--- config.mk ---
export PLATFORM = sky130hd
export DESIGN_NAME = utf8_to_utf16_transcoder_core
export DESIGN_NICKNAME = d
export VERILOG_FILES = /design/src/hw/rtl/u8u16_pkg.sv /design/src/hw/rtl/u8u16_front.sv /design/src/hw/rtl/u8u16_queue.sv /design/src/hw/rtl/u8u16_back.sv /design/src/hw/rtl/utf8_to_utf16_transcoder_core.sv
export SDC_FILE = /design/constraint.sdc
export NUM_CORES = 1
export LEC_CHECK = 0
export ABC_AREA = 1
export BUFFER_PORTS_ARGS = -buffer_cell sky130_fd_sc_hd__clkbuf_2
export CAP_MARGIN = 25
export CORE_ASPECT_RATIO = 1.5
export CORE_MARGIN = 10
export CORE_UTILIZATION = 45
export DETAILED_ROUTE_END_ITERATION = 6
export PLACE_DENSITY = 0.74
export SYNTH_ARGS = -nofsm -noshare
export SYNTH_HDL_FRONTEND = slang
export SYNTH_SLANG_ARGS = --single-unit
export TNS_END_PERCENT = 1
--- constraint.sdc ---
create_clock -name clk_i -period 6.61 [get_ports clk_i]
set_input_delay 0.661 -clock clk_i [delete_from_list [all_inputs] [get_ports clk_i]]
set_output_delay 0.661 -clock clk_i [all_outputs]
set_load 0.05 [all_outputs]
--- src/hw/rtl/u8u16_pkg.sv ---
// Shared types and constants for the UTF-8 to UTF-16 transcoder.
// No dependencies; imported by every module of the block.
`default_nettype none

package u8u16_pkg;

  localparam int unsigned QUEUE_DEPTH = 2;

  localparam logic [7:0]  LEAD2_MASK  = 8'b0001_1111;
  localparam logic [7:0]  CONT_MASK   = 8'b0011_1111;
  localparam logic [7:0]  LEAD3_MASK  = 8'b0000_1111;
  localparam logic [7:0]  LEAD4_MASK  = 8'b0000_0111;
  localparam logic [20:0] SUPP_BASE   = 21'h10000;
  localparam logic [9:0]  SURR_MASK   = 10'b11_1111_1111;
  localparam logic [15:0] HI_SURR     = 16'b1101_1000_0000_0000;
  localparam logic [15:0] LO_SURR     = 16'b1101_1100_0000_0000;

  typedef enum logic [1:0] {
    ERR_NONE     = 2'd0,
    ERR_BAD_LEAD = 2'd1,
    ERR_TRUNC    = 2'd2,
    ERR_LOW_4B   = 2'd3
  } err_e;

  typedef struct packed {
    logic [7:0] in_byte;
    logic       end_of_string;
  } in_t;

  typedef struct packed {
    logic [15:0] unit;
    logic [1:0]  error_code;
    logic        last_of_run;
    logic        string_done;
  } out_t;

  // One decoded byte's worth of output work. pair: value holds code - 0x10000.
  typedef struct packed {
    logic        pair;
    logic [19:0] value;
    err_e        err;
    logic        done;
  } job_t;

  // Queue occupancy seen by the front and back parts.
  typedef struct packed {
    logic full;
    logic empty;
  } qstat_t;

endpackage

`default_nettype wire

--- src/hw/rtl/u8u16_front.sv ---
// Front part: accepts UTF-8 bytes, tracks sequence state, emits decoded jobs.
// Depends on u8u16_pkg.
`default_nettype none

module u8u16_front (
  input  logic              clk_i,
  input  logic              rst_ni,
  input  logic              in_valid_i,
  output logic              in_stall_o,
  input  u8u16_pkg::in_t    in_i,
  input  u8u16_pkg::qstat_t qstat_i,
  output logic              push_o,
  output u8u16_pkg::job_t   job_o
);
  import u8u16_pkg::*;

  logic [1:0]  pend_q, pend_d;
  logic [2:0]  len_q, len_d;
  logic [20:0] acc_q, acc_d;
  logic        disc_q, disc_d;

  logic        accept;
  logic [7:0]  b;
  logic        eos;
  logic [20:0] acc_shift;
  logic [20:0] acc_off;
  logic [1:0]  pend_dec;

  assign in_stall_o = qstat_i.full;
  assign accept     = in_valid_i & ~in_stall_o;
  assign b          = in_i.in_byte;
  assign eos        = in_i.end_of_string;
  assign acc_shift  = {acc_q[14:0], b[5:0] & CONT_MASK[5:0]};
  assign acc_off    = acc_shift - SUPP_BASE;
  assign pend_dec   = pend_q - 2'd1;

  always_comb begin
    pend_d = pend_q;
    len_d  = len_q;
    acc_d  = acc_q;
    disc_d = disc_q;
    push_o = 1'b0;
    job_o  = '{pair: 1'b0, value: '0, err: ERR_NONE, done: eos};

    if (accept) begin
      if (disc_q) begin
        if (eos) begin
          disc_d = 1'b0;
          pend_d = '0;
          len_d  = 3'd1;
          acc_d  = '0;
        end
      end else if (pend_q == 2'd0) begin
        // lead position
        pend_d = '0;
        len_d  = 3'd1;
        acc_d  = '0;
        if (&b[7:3]) begin
          push_o    = 1'b1;
          job_o.err = ERR_BAD_LEAD;
          disc_d    = ~eos;
        end else if (~&b[7:6]) begin
          // ASCII or stray continuation: byte zero-extended
          push_o      = 1'b1;
          job_o.value = {12'd0, b};
        end else if (eos) begin
          push_o    = 1'b1;
          job_o.err = ERR_TRUNC;
        end else if (b[5] == 1'b0) begin
          len_d  = 3'd2;
          pend_d = 2'd1;
          acc_d  = {13'd0, b & LEAD2_MASK};
        end else if (b[4] == 1'b0) begin
          len_d  = 3'd3;
          pend_d = 2'd2;
          acc_d  = {13'd0, b & LEAD3_MASK};
        end else begin
          len_d  = 3'd4;
          pend_d = 2'd3;
          acc_d  = {13'd0, b & LEAD4_MASK};
        end
      end else if (pend_dec != 2'd0) begin
        if (eos) begin
          push_o    = 1'b1;
          job_o.err = ERR_TRUNC;
          pend_d    = '0;
          len_d     = 3'd1;
          acc_d     = '0;
        end else begin
          pend_d = pend_dec;
          acc_d  = acc_shift;
        end
      end else begin
        // sequence complete
        push_o = 1'b1;
        pend_d = '0;
        len_d  = 3'd1;
        acc_d  = '0;
        if (len_q == 3'd4) begin
          if (acc_shift < SUPP_BASE) begin
            job_o.err = ERR_LOW_4B;
            disc_d    = ~eos;
          end else begin
            job_o.pair  = 1'b1;
            job_o.value = acc_off[19:0];
          end
        end else begin
          job_o.value = {4'd0, acc_shift[15:0]};
        end
      end
    end
  end

  always_ff @(posedge clk_i or negedge rst_ni) begin
    if (!rst_ni) begin
      pend_q <= '0;
      len_q  <= 3'd1;
      acc_q  <= '0;
      disc_q <= 1'b0;
    end else begin
      pend_q <= pend_d;
      len_q  <= len_d;
      acc_q  <= acc_d;
      disc_q <= disc_d;
    end
  end

endmodule

`default_nettype wire

--- src/hw/rtl/u8u16_queue.sv ---
// Small job queue between the front and back parts.
// Depends on u8u16_pkg.
`default_nettype none

module u8u16_queue #(
  parameter int unsigned Depth = u8u16_pkg::QUEUE_DEPTH
) (
  input  logic              clk_i,
  input  logic              rst_ni,
  input  logic              push_i,
  input  u8u16_pkg::job_t   job_i,
  input  logic              pop_i,
  output u8u16_pkg::job_t   job_o,
  output u8u16_pkg::qstat_t qstat_o
);
  import u8u16_pkg::*;

  localparam int unsigned PtrW = (Depth > 1) ? $clog2(Depth) : 1;
  localparam int unsigned CntW = $clog2(Depth + 1);

  job_t            mem_q [Depth];
  logic [PtrW-1:0] wr_q, wr_d, rd_q, rd_d;
  logic [CntW-1:0] cnt_q, cnt_d;
  logic            do_push, do_pop;

  assign qstat_o.full  = (cnt_q == CntW'(Depth));
  assign qstat_o.empty = (cnt_q == '0);
  assign do_push       = push_i & ~qstat_o.full;
  assign do_pop        = pop_i & ~qstat_o.empty;
  assign job_o         = mem_q[rd_q];

  always_comb begin
    wr_d  = wr_q;
    rd_d  = rd_q;
    cnt_d = cnt_q;
    if (do_push) begin
      wr_d = (wr_q == PtrW'(Depth - 1)) ? '0 : wr_q + 1'b1;
    end
    if (do_pop) begin
      rd_d = (rd_q == PtrW'(Depth - 1)) ? '0 : rd_q + 1'b1;
    end
    if (do_push && !do_pop) begin
      cnt_d = cnt_q + 1'b1;
    end else if (do_pop && !do_push) begin
      cnt_d = cnt_q - 1'b1;
    end
  end

  always_ff @(posedge clk_i or negedge rst_ni) begin
    if (!rst_ni) begin
      wr_q  <= '0;
      rd_q  <= '0;
      cnt_q <= '0;
    end else begin
      wr_q  <= wr_d;
      rd_q  <= rd_d;
      cnt_q <= cnt_d;
    end
  end

  always_ff @(posedge clk_i) begin
    if (do_push) begin
      mem_q[wr_q] <= job_i;
    end
  end

endmodule

`default_nettype wire

--- src/hw/rtl/u8u16_back.sv ---
// Back part: expands queued jobs into UTF-16 results behind an output register.
// Depends on u8u16_pkg.
`default_nettype none

module u8u16_back (
  input  logic              clk_i,
  input  logic              rst_ni,
  input  u8u16_pkg::job_t   job_i,
  input  u8u16_pkg::qstat_t qstat_i,
  output logic              pop_o,
  output logic              out_valid_o,
  input  logic              out_stall_i,
  output u8u16_pkg::out_t   out_o
);
  import u8u16_pkg::*;

  logic        vld_q, vld_d;
  out_t        out_q, out_d;
  logic        lo_pend_q, lo_pend_d;
  logic [15:0] lo_unit_q, lo_unit_d;
  logic        lo_done_q, lo_done_d;
  logic        adv;

  assign adv         = ~vld_q | ~out_stall_i;
  assign pop_o       = adv & ~lo_pend_q & ~qstat_i.empty;
  assign out_valid_o = vld_q;
  assign out_o       = out_q;

  always_comb begin
    vld_d     = vld_q;
    out_d     = out_q;
    lo_pend_d = lo_pend_q;
    lo_unit_d = lo_unit_q;
    lo_done_d = lo_done_q;
    if (adv) begin
      if (lo_pend_q) begin
        vld_d     = 1'b1;
        out_d     = '{unit: lo_unit_q, error_code: ERR_NONE,
                      last_of_run: 1'b1, string_done: lo_done_q};
        lo_pend_d = 1'b0;
      end else if (!qstat_i.empty) begin
        vld_d = 1'b1;
        if (job_i.pair) begin
          out_d     = '{unit: HI_SURR | {6'd0, job_i.value[19:10] & SURR_MASK},
                        error_code: ERR_NONE, last_of_run: 1'b0,
                        string_done: job_i.done};
          lo_pend_d = 1'b1;
          lo_unit_d = LO_SURR | {6'd0, job_i.value[9:0] & SURR_MASK};
          lo_done_d = job_i.done;
        end else begin
          out_d = '{unit: job_i.value[15:0], error_code: job_i.err,
                    last_of_run: 1'b1, string_done: job_i.done};
        end
      end else begin
        vld_d = 1'b0;
      end
    end
  end

  always_ff @(posedge clk_i or negedge rst_ni) begin
    if (!rst_ni) begin
      vld_q     <= 1'b0;
      lo_pend_q <= 1'b0;
    end else begin
      vld_q     <= vld_d;
      lo_pend_q <= lo_pend_d;
    end
  end

  always_ff @(posedge clk_i) begin
    out_q     <= out_d;
    lo_unit_q <= lo_unit_d;
    lo_done_q <= lo_done_d;
  end

endmodule

`default_nettype wire

--- src/hw/rtl/utf8_to_utf16_transcoder_core.sv ---
// Top level of the UTF-8 to UTF-16 transcoder.
// Depends on u8u16_pkg, u8u16_front, u8u16_queue, u8u16_back.
//
// Takes one UTF-8 byte per cycle and returns UTF-16 units in order: one unit
// per finished 1- to 3-byte sequence, a high/low surrogate pair for a 4-byte
// sequence, and one error result (unit 0) for a bad lead byte, a truncated
// sequence at the end mark, or a 4-byte value below 0x10000; after an error
// bytes are dropped up to the next end mark. A byte is decoded in the cycle
// it is accepted and its job queued; the back part then moves the job into the
// output register, which delivers one result per cycle when not stalled, so a
// surrogate pair holds it for its high and then its low unit. The input stalls
// only when the job queue (QueueDepth entries) is full, which happens under
// output backpressure or when other results follow closely on a surrogate pair.
`default_nettype none

module utf8_to_utf16_transcoder_core #(
  parameter int unsigned QueueDepth = u8u16_pkg::QUEUE_DEPTH
) (
  input  logic            clk_i,
  input  logic            rst_ni,
  input  logic            in_valid_i,
  output logic            in_stall_o,
  input  u8u16_pkg::in_t  in_i,
  output logic            out_valid_o,
  input  logic            out_stall_i,
  output u8u16_pkg::out_t out_o
);
  import u8u16_pkg::*;

  qstat_t qstat;
  job_t   push_job, head_job;
  logic   push, pop;

  u8u16_front u_front (
    .clk_i      (clk_i),
    .rst_ni     (rst_ni),
    .in_valid_i (in_valid_i),
    .in_stall_o (in_stall_o),
    .in_i       (in_i),
    .qstat_i    (qstat),
    .push_o     (push),
    .job_o      (push_job)
  );

  u8u16_queue #(
    .Depth (QueueDepth)
  ) u_queue (
    .clk_i   (clk_i),
    .rst_ni  (rst_ni),
    .push_i  (push),
    .job_i   (push_job),
    .pop_i   (pop),
    .job_o   (head_job),
    .qstat_o (qstat)
  );

  u8u16_back u_back (
    .clk_i       (clk_i),
    .rst_ni      (rst_ni),
    .job_i       (head_job),
    .qstat_i     (qstat),
    .pop_o       (pop),
    .out_valid_o (out_valid_o),
    .out_stall_i (out_stall_i),
    .out_o       (out_o)
  );

endmodule

`default_nettype wire

==> run summary <==
Die outline height: 144 um. The final-report setup violation count is 0. For the global-route wire length before repair, the log shows 14600 um.

Global routing consumed, over all layers together, 12.7% of the routing resources. Counting I/O delays and the setup requirement, the final critical path takes 2.48 ns. For this run, the post-layout net count is 466. The via count of the first global-routing pass was 3011.

The clock tree root driver cell is clkbuf_16. The share of layout cells above drive strength 1 came out at 20.0%. Traced cell by cell, the critical path runs through inv_1 -> o21ai_0 -> inv_1 -> a22oi_1 -> o21ai_0. The kind of critical path was flip-flop to flip-flop.

The synthesized design contains 106 register bits. For the final routed database, the setup TNS stands at 0 ns. The share of flip-flops with an asynchronous set or reset after synthesis was 25.5%. Counting every sink on the clock net gives 106. During synthesis, Yosys emitted a total of 0 warnings. The synthesized netlist devotes 16.8% of its cell area to simple gates. The synthesized netlist devotes 9.01% of its cell area to compound gates. edfxtp_1 takes more of the synthesized area than any other cell. The area enclosed by the die boundary is 14800 um^2. In this design, the largest share of critical-path delay is due to flip-flops. The maximum fanout along the worst path came out at 26.

Area overhead of the layout relative to synthesis: 12.5%. The final routed DRC violation total came out at 0. The run gives 2.55 ns as the data arrival time of the worst path. For the headroom to the max-slew limit, the log shows 45.2%. Average size of a mapped cell: 11.3 um^2. In this run the biggest area consumer among cell types represents 51.3% of the synthesized area.

The die is 103 um wide. The highest achievable clock rate was 0.404 GHz; the leakage power total was 2.17 nW. Yosys attributes the largest share of cell area to edfxtp_1 51%, dfrtp_1 14%, nand2_1 6.9%. Fraction of power consumed by sequential logic: 42.6%. Clock latency at the later pin of the worst-skew pair: 0.34 ns. The tools report the count of final hold-check violations as 0. In this run, post-CTS hold repair placed 0 buffers.

Cells fill 51.6% of the core in the end. The maximum buffer depth of the clock tree was 2; the CTS H-tree depth was 3. Count of final max-slew check failures: 0. For the effective utilization at floorplan, the log shows 45.9%.

After detailed routing, the average wire length per cell comes to 15.5 um. STA puts the critical path data required time at 6.69 ns. The pin count of the biggest net entering global routing was 28. Number of instances in the synthesized netlist: 409.

Once detailed placement completed, the half-perimeter wirelength came to 6470 um. After synthesis, the largest family of logic cells by area is simple AND/OR/NAND/NOR gates. The number of vias per cell is 5.21. The worst min-delay path category is input port to async pin. Among all flip-flop cells after synthesis, the most frequent one is edfxtp_1.

The element type at the critical path start was a flip-flop. The run gives 0 as the number of antenna-violating nets in the routed design. After clock tree synthesis, the clock-pin slew on the worst setup and hold paths is 0.07 ns.

After clock tree synthesis, the setup repair step added 0 buffers. The number of design-rule violations left by the first detailed-router iteration was 125. The library cell contributing the largest single delay on the critical path is dfrtp_1. The run gives 35 as the number of ports placed on the die boundary.

The logs give 2973 for the via count of the routed design and 1.50 mW for the cell-internal power. The number of gates resized after cts came out at 0. The count of input and output buffers works out to 34. The number of buffers and inverters on the critical path is 2. The cell area that synthesis handed to floorplanning was 4630 um^2.

The routed design has 8850 um of wire. The run gives 0 as the number of antenna repair diodes. Net count after synthesis: 426. The tools report the kind of end point of the critical path as a flip-flop.

The floorplan has 45 rows. Setup repair after global routing left no endpoint under its margin. Combinational cells account for 38.5% of the total power. For this run, the slowest stage of the critical path takes 0.87 ns. The number of antenna violations at the first check in global routing is 0.

After synthesis, flip-flops and latches occupy 65.9% of the total area. Global placer's final weighted congestion: 0.929. The critical path crosses 5 cells after its start point.

The region available for standard cell placement spans 10100 um^2. Number of CTS-inserted buffers: 9. The switching part of the total power works out to 40.8%.

The max-cap violation count is 0. The logs give 842 for the number of inserted filler cells in the final layout and 19.0% for the clock share of power. The worst-case IR drop observed on VDD is 0.000172 V.

TritonCTS built the clock tree. The actual transition at the worst max-transition pin is 0.822 ns, and the synthesized-area fraction occupied by adder cells is 1.08%. The count of different cell masters after synthesis is 38. After global routing the overflow that remains totals 0.

For this design the total switching power over the nets is 1.03 mW. The flow ran to the end, and the final reports show no timing, DRC or antenna violations. The fraction of synthesized area in multiplexers was 0%; the power density over cell area was 487 nW/um^2. Counting flops with a built-in enable in the synthesized netlist gives 79. The post-synthesis xor/xnor area fraction came out at 0.947%.

The final clock skew was 0.00478 ns. The first detailed-routing pass took 4 iterations. The worst reg2reg path depth was 5. The final critical path takes up 37.5% of the cycle.
-- per-layer routing --
| layer | wire length (um) | vias up | track usage, % | part of all wire, % |
|---|---|---|---|---|
| li1 | - | 1451 | - | - |
| met5 | 0 | - | 0 | 0 |
| met1 | 3320 | 1410 | 13.4 | 38 |
| met4 | 323 | 0 | 7.86 | 3.7 |
| met2 | 4760 | 90 | 22.5 | 54 |
| met3 | 436 | 22 | 2.63 | 4.9 |
-- worst paths after layout --
check	start	end	slack [ns]
worst max-delay path	u_queue.rd_q$_DFFE_PN0P_	u_back.out_o[9]$_DFFE_PP_	4.13
worst max register to register	u_queue.rd_q$_DFFE_PN0P_	u_back.out_o[9]$_DFFE_PP_	4.13
worst min-delay path	rst_ni	u_queue.wr_q$_DFFE_PN0P_	0.36
max in group asynchronous	rst_ni	u_front.acc_q[11]$_DFFE_PN0P_	5.80
worst min register to register	u_front.len_q[1]$_DFFE_PN0P_	u_front.len_q[1]$_DFFE_PN0P_	0.49
min in group clk_i	u_front.len_q[1]$_DFFE_PN0P_	u_front.len_q[1]$_DFFE_PN0P_	0.49
-- registers in the layout, summed over array words and instances, names as in the netlist, 2 cells and up --
register and flops:
u_back.lo_unit_q 10, u_back.out_o 20, u_front.acc_q 15, u_front.len_q 3, u_front.pend_q 2, u_queue.cnt_q 2, u_queue.mem_q 48
-- area by class of cell --
class,count,area (um^2),area share [%]
timing repair buffer,38,223,4.28
clock inverter,7,43.8,0.841
tap,117,146,2.81
multi-input combinational,234,1290,24.8
inverter,60,225,4.33
sequential,106,3050,58.6
clock buffer,9,225,4.33
-- synth_stat cells (2+ instances only) --
| master | n |
|---|---|
| a21oi_1 | 7 |
| a22oi_1 | 5 |
| a31oi_1 | 2 |
| and2_1 | 6 |
| buf_2 | 4 |
| buf_4 | 2 |
| dfrtp_1 | 26 |
| edfxtp_1 | 79 |
| ha_1 | 4 |
| inv_1 | 55 |
| inv_2 | 5 |
| nand2_1 | 85 |
| nand2_2 | 3 |
| nand2_4 | 4 |
| nand3_1 | 8 |
| nand3_4 | 2 |
| nor2_1 | 29 |
| nor2_2 | 4 |
| nor2_8 | 2 |
| nor3_1 | 9 |
| o211ai_1 | 9 |
| o21ai_0 | 18 |
| o21ai_1 | 3 |
| o21ai_2 | 4 |
| o22ai_1 | 12 |
| or2_2 | 7 |
| xnor2_1 | 3 |
| xor2_1 | 2 |
-- cell families (layout without fill, tap and decap cells) --
| group | Yosys count | count (layout) |
|---|---|---|
| simple gates | 161 | 161 |
| flops | 106 | 106 |
| buf+inv | 69 | 114 |
| compound gates | 64 | 64 |
| xor+xnor | 5 | 5 |
| fa+ha+maj | 4 | 4 |
-- layout by cell type, fill, tap and decap left out, types with 2 or more instances in the layout --
| cell type | instances |
|---|---|
| nand2_1 | 85 |
| edfxtp_1 | 79 |
| inv_1 | 55 |
| clkbuf_2 | 34 |
| nor2_1 | 28 |
| dfrtp_1 | 26 |
| o21ai_0 | 18 |
| o22ai_1 | 12 |
| o211ai_1 | 9 |
| nor3_1 | 9 |
| clkbuf_16 | 9 |
| nand3_1 | 8 |
| or2_2 | 7 |
| a21oi_1 | 7 |
| and2_1 | 6 |
| inv_2 | 5 |
| nor2_2 | 5 |
| a22oi_1 | 5 |
| nand2_4 | 4 |
| o21ai_2 | 4 |
| ha_1 | 4 |
| xnor2_1 | 3 |
| nand2_2 | 3 |
| o21ai_1 | 3 |
| clkinv_2 | 3 |
| buf_8 | 3 |
| xor2_1 | 2 |
| nor2_8 | 2 |
| nand3_4 | 2 |
| a31oi_1 | 2 |
-- power by group through the flow --
stage	sequential [mW]	clock [mW]	combinational (mW)
after global placement	1.09	0	0.926
final	1.08	0.481	0.976
after detailed placement	1.10	0	0.968
after floorplan	1.29	0	0.555
after global routing	1.10	0.521	1.07
after CTS	1.08	0.490	0.972
-- metrics by stage --
step / cells / area (um^2) / hold slack, ns / setup WS, ns / power [mW]
after floorplan: 409 / 4630 / 0.365 / 3.89 / 1.84
after global placement: 551 / 4880 / 0.469 / 3.97 / 2.02
after detailed placement: 553 / 4910 / 0.477 / 4.09 / 2.07
after CTS: 569 / 5180 / 0.375 / 4.08 / 2.55
after global routing: 571 / 5200 / 0.405 / 3.85 / 2.69
final: 571 / 5200 / 0.358 / 4.13 / 2.54
-- worst reg2reg max path: stages, from the launching register on --
cell,delay (ns)
dfrtp_1,0.87
inv_1,0.61
o21ai_0,0.33
inv_1,0.10
a22oi_1,0.19
o21ai_0,0.12
Power figures use the tool's default switching activity.
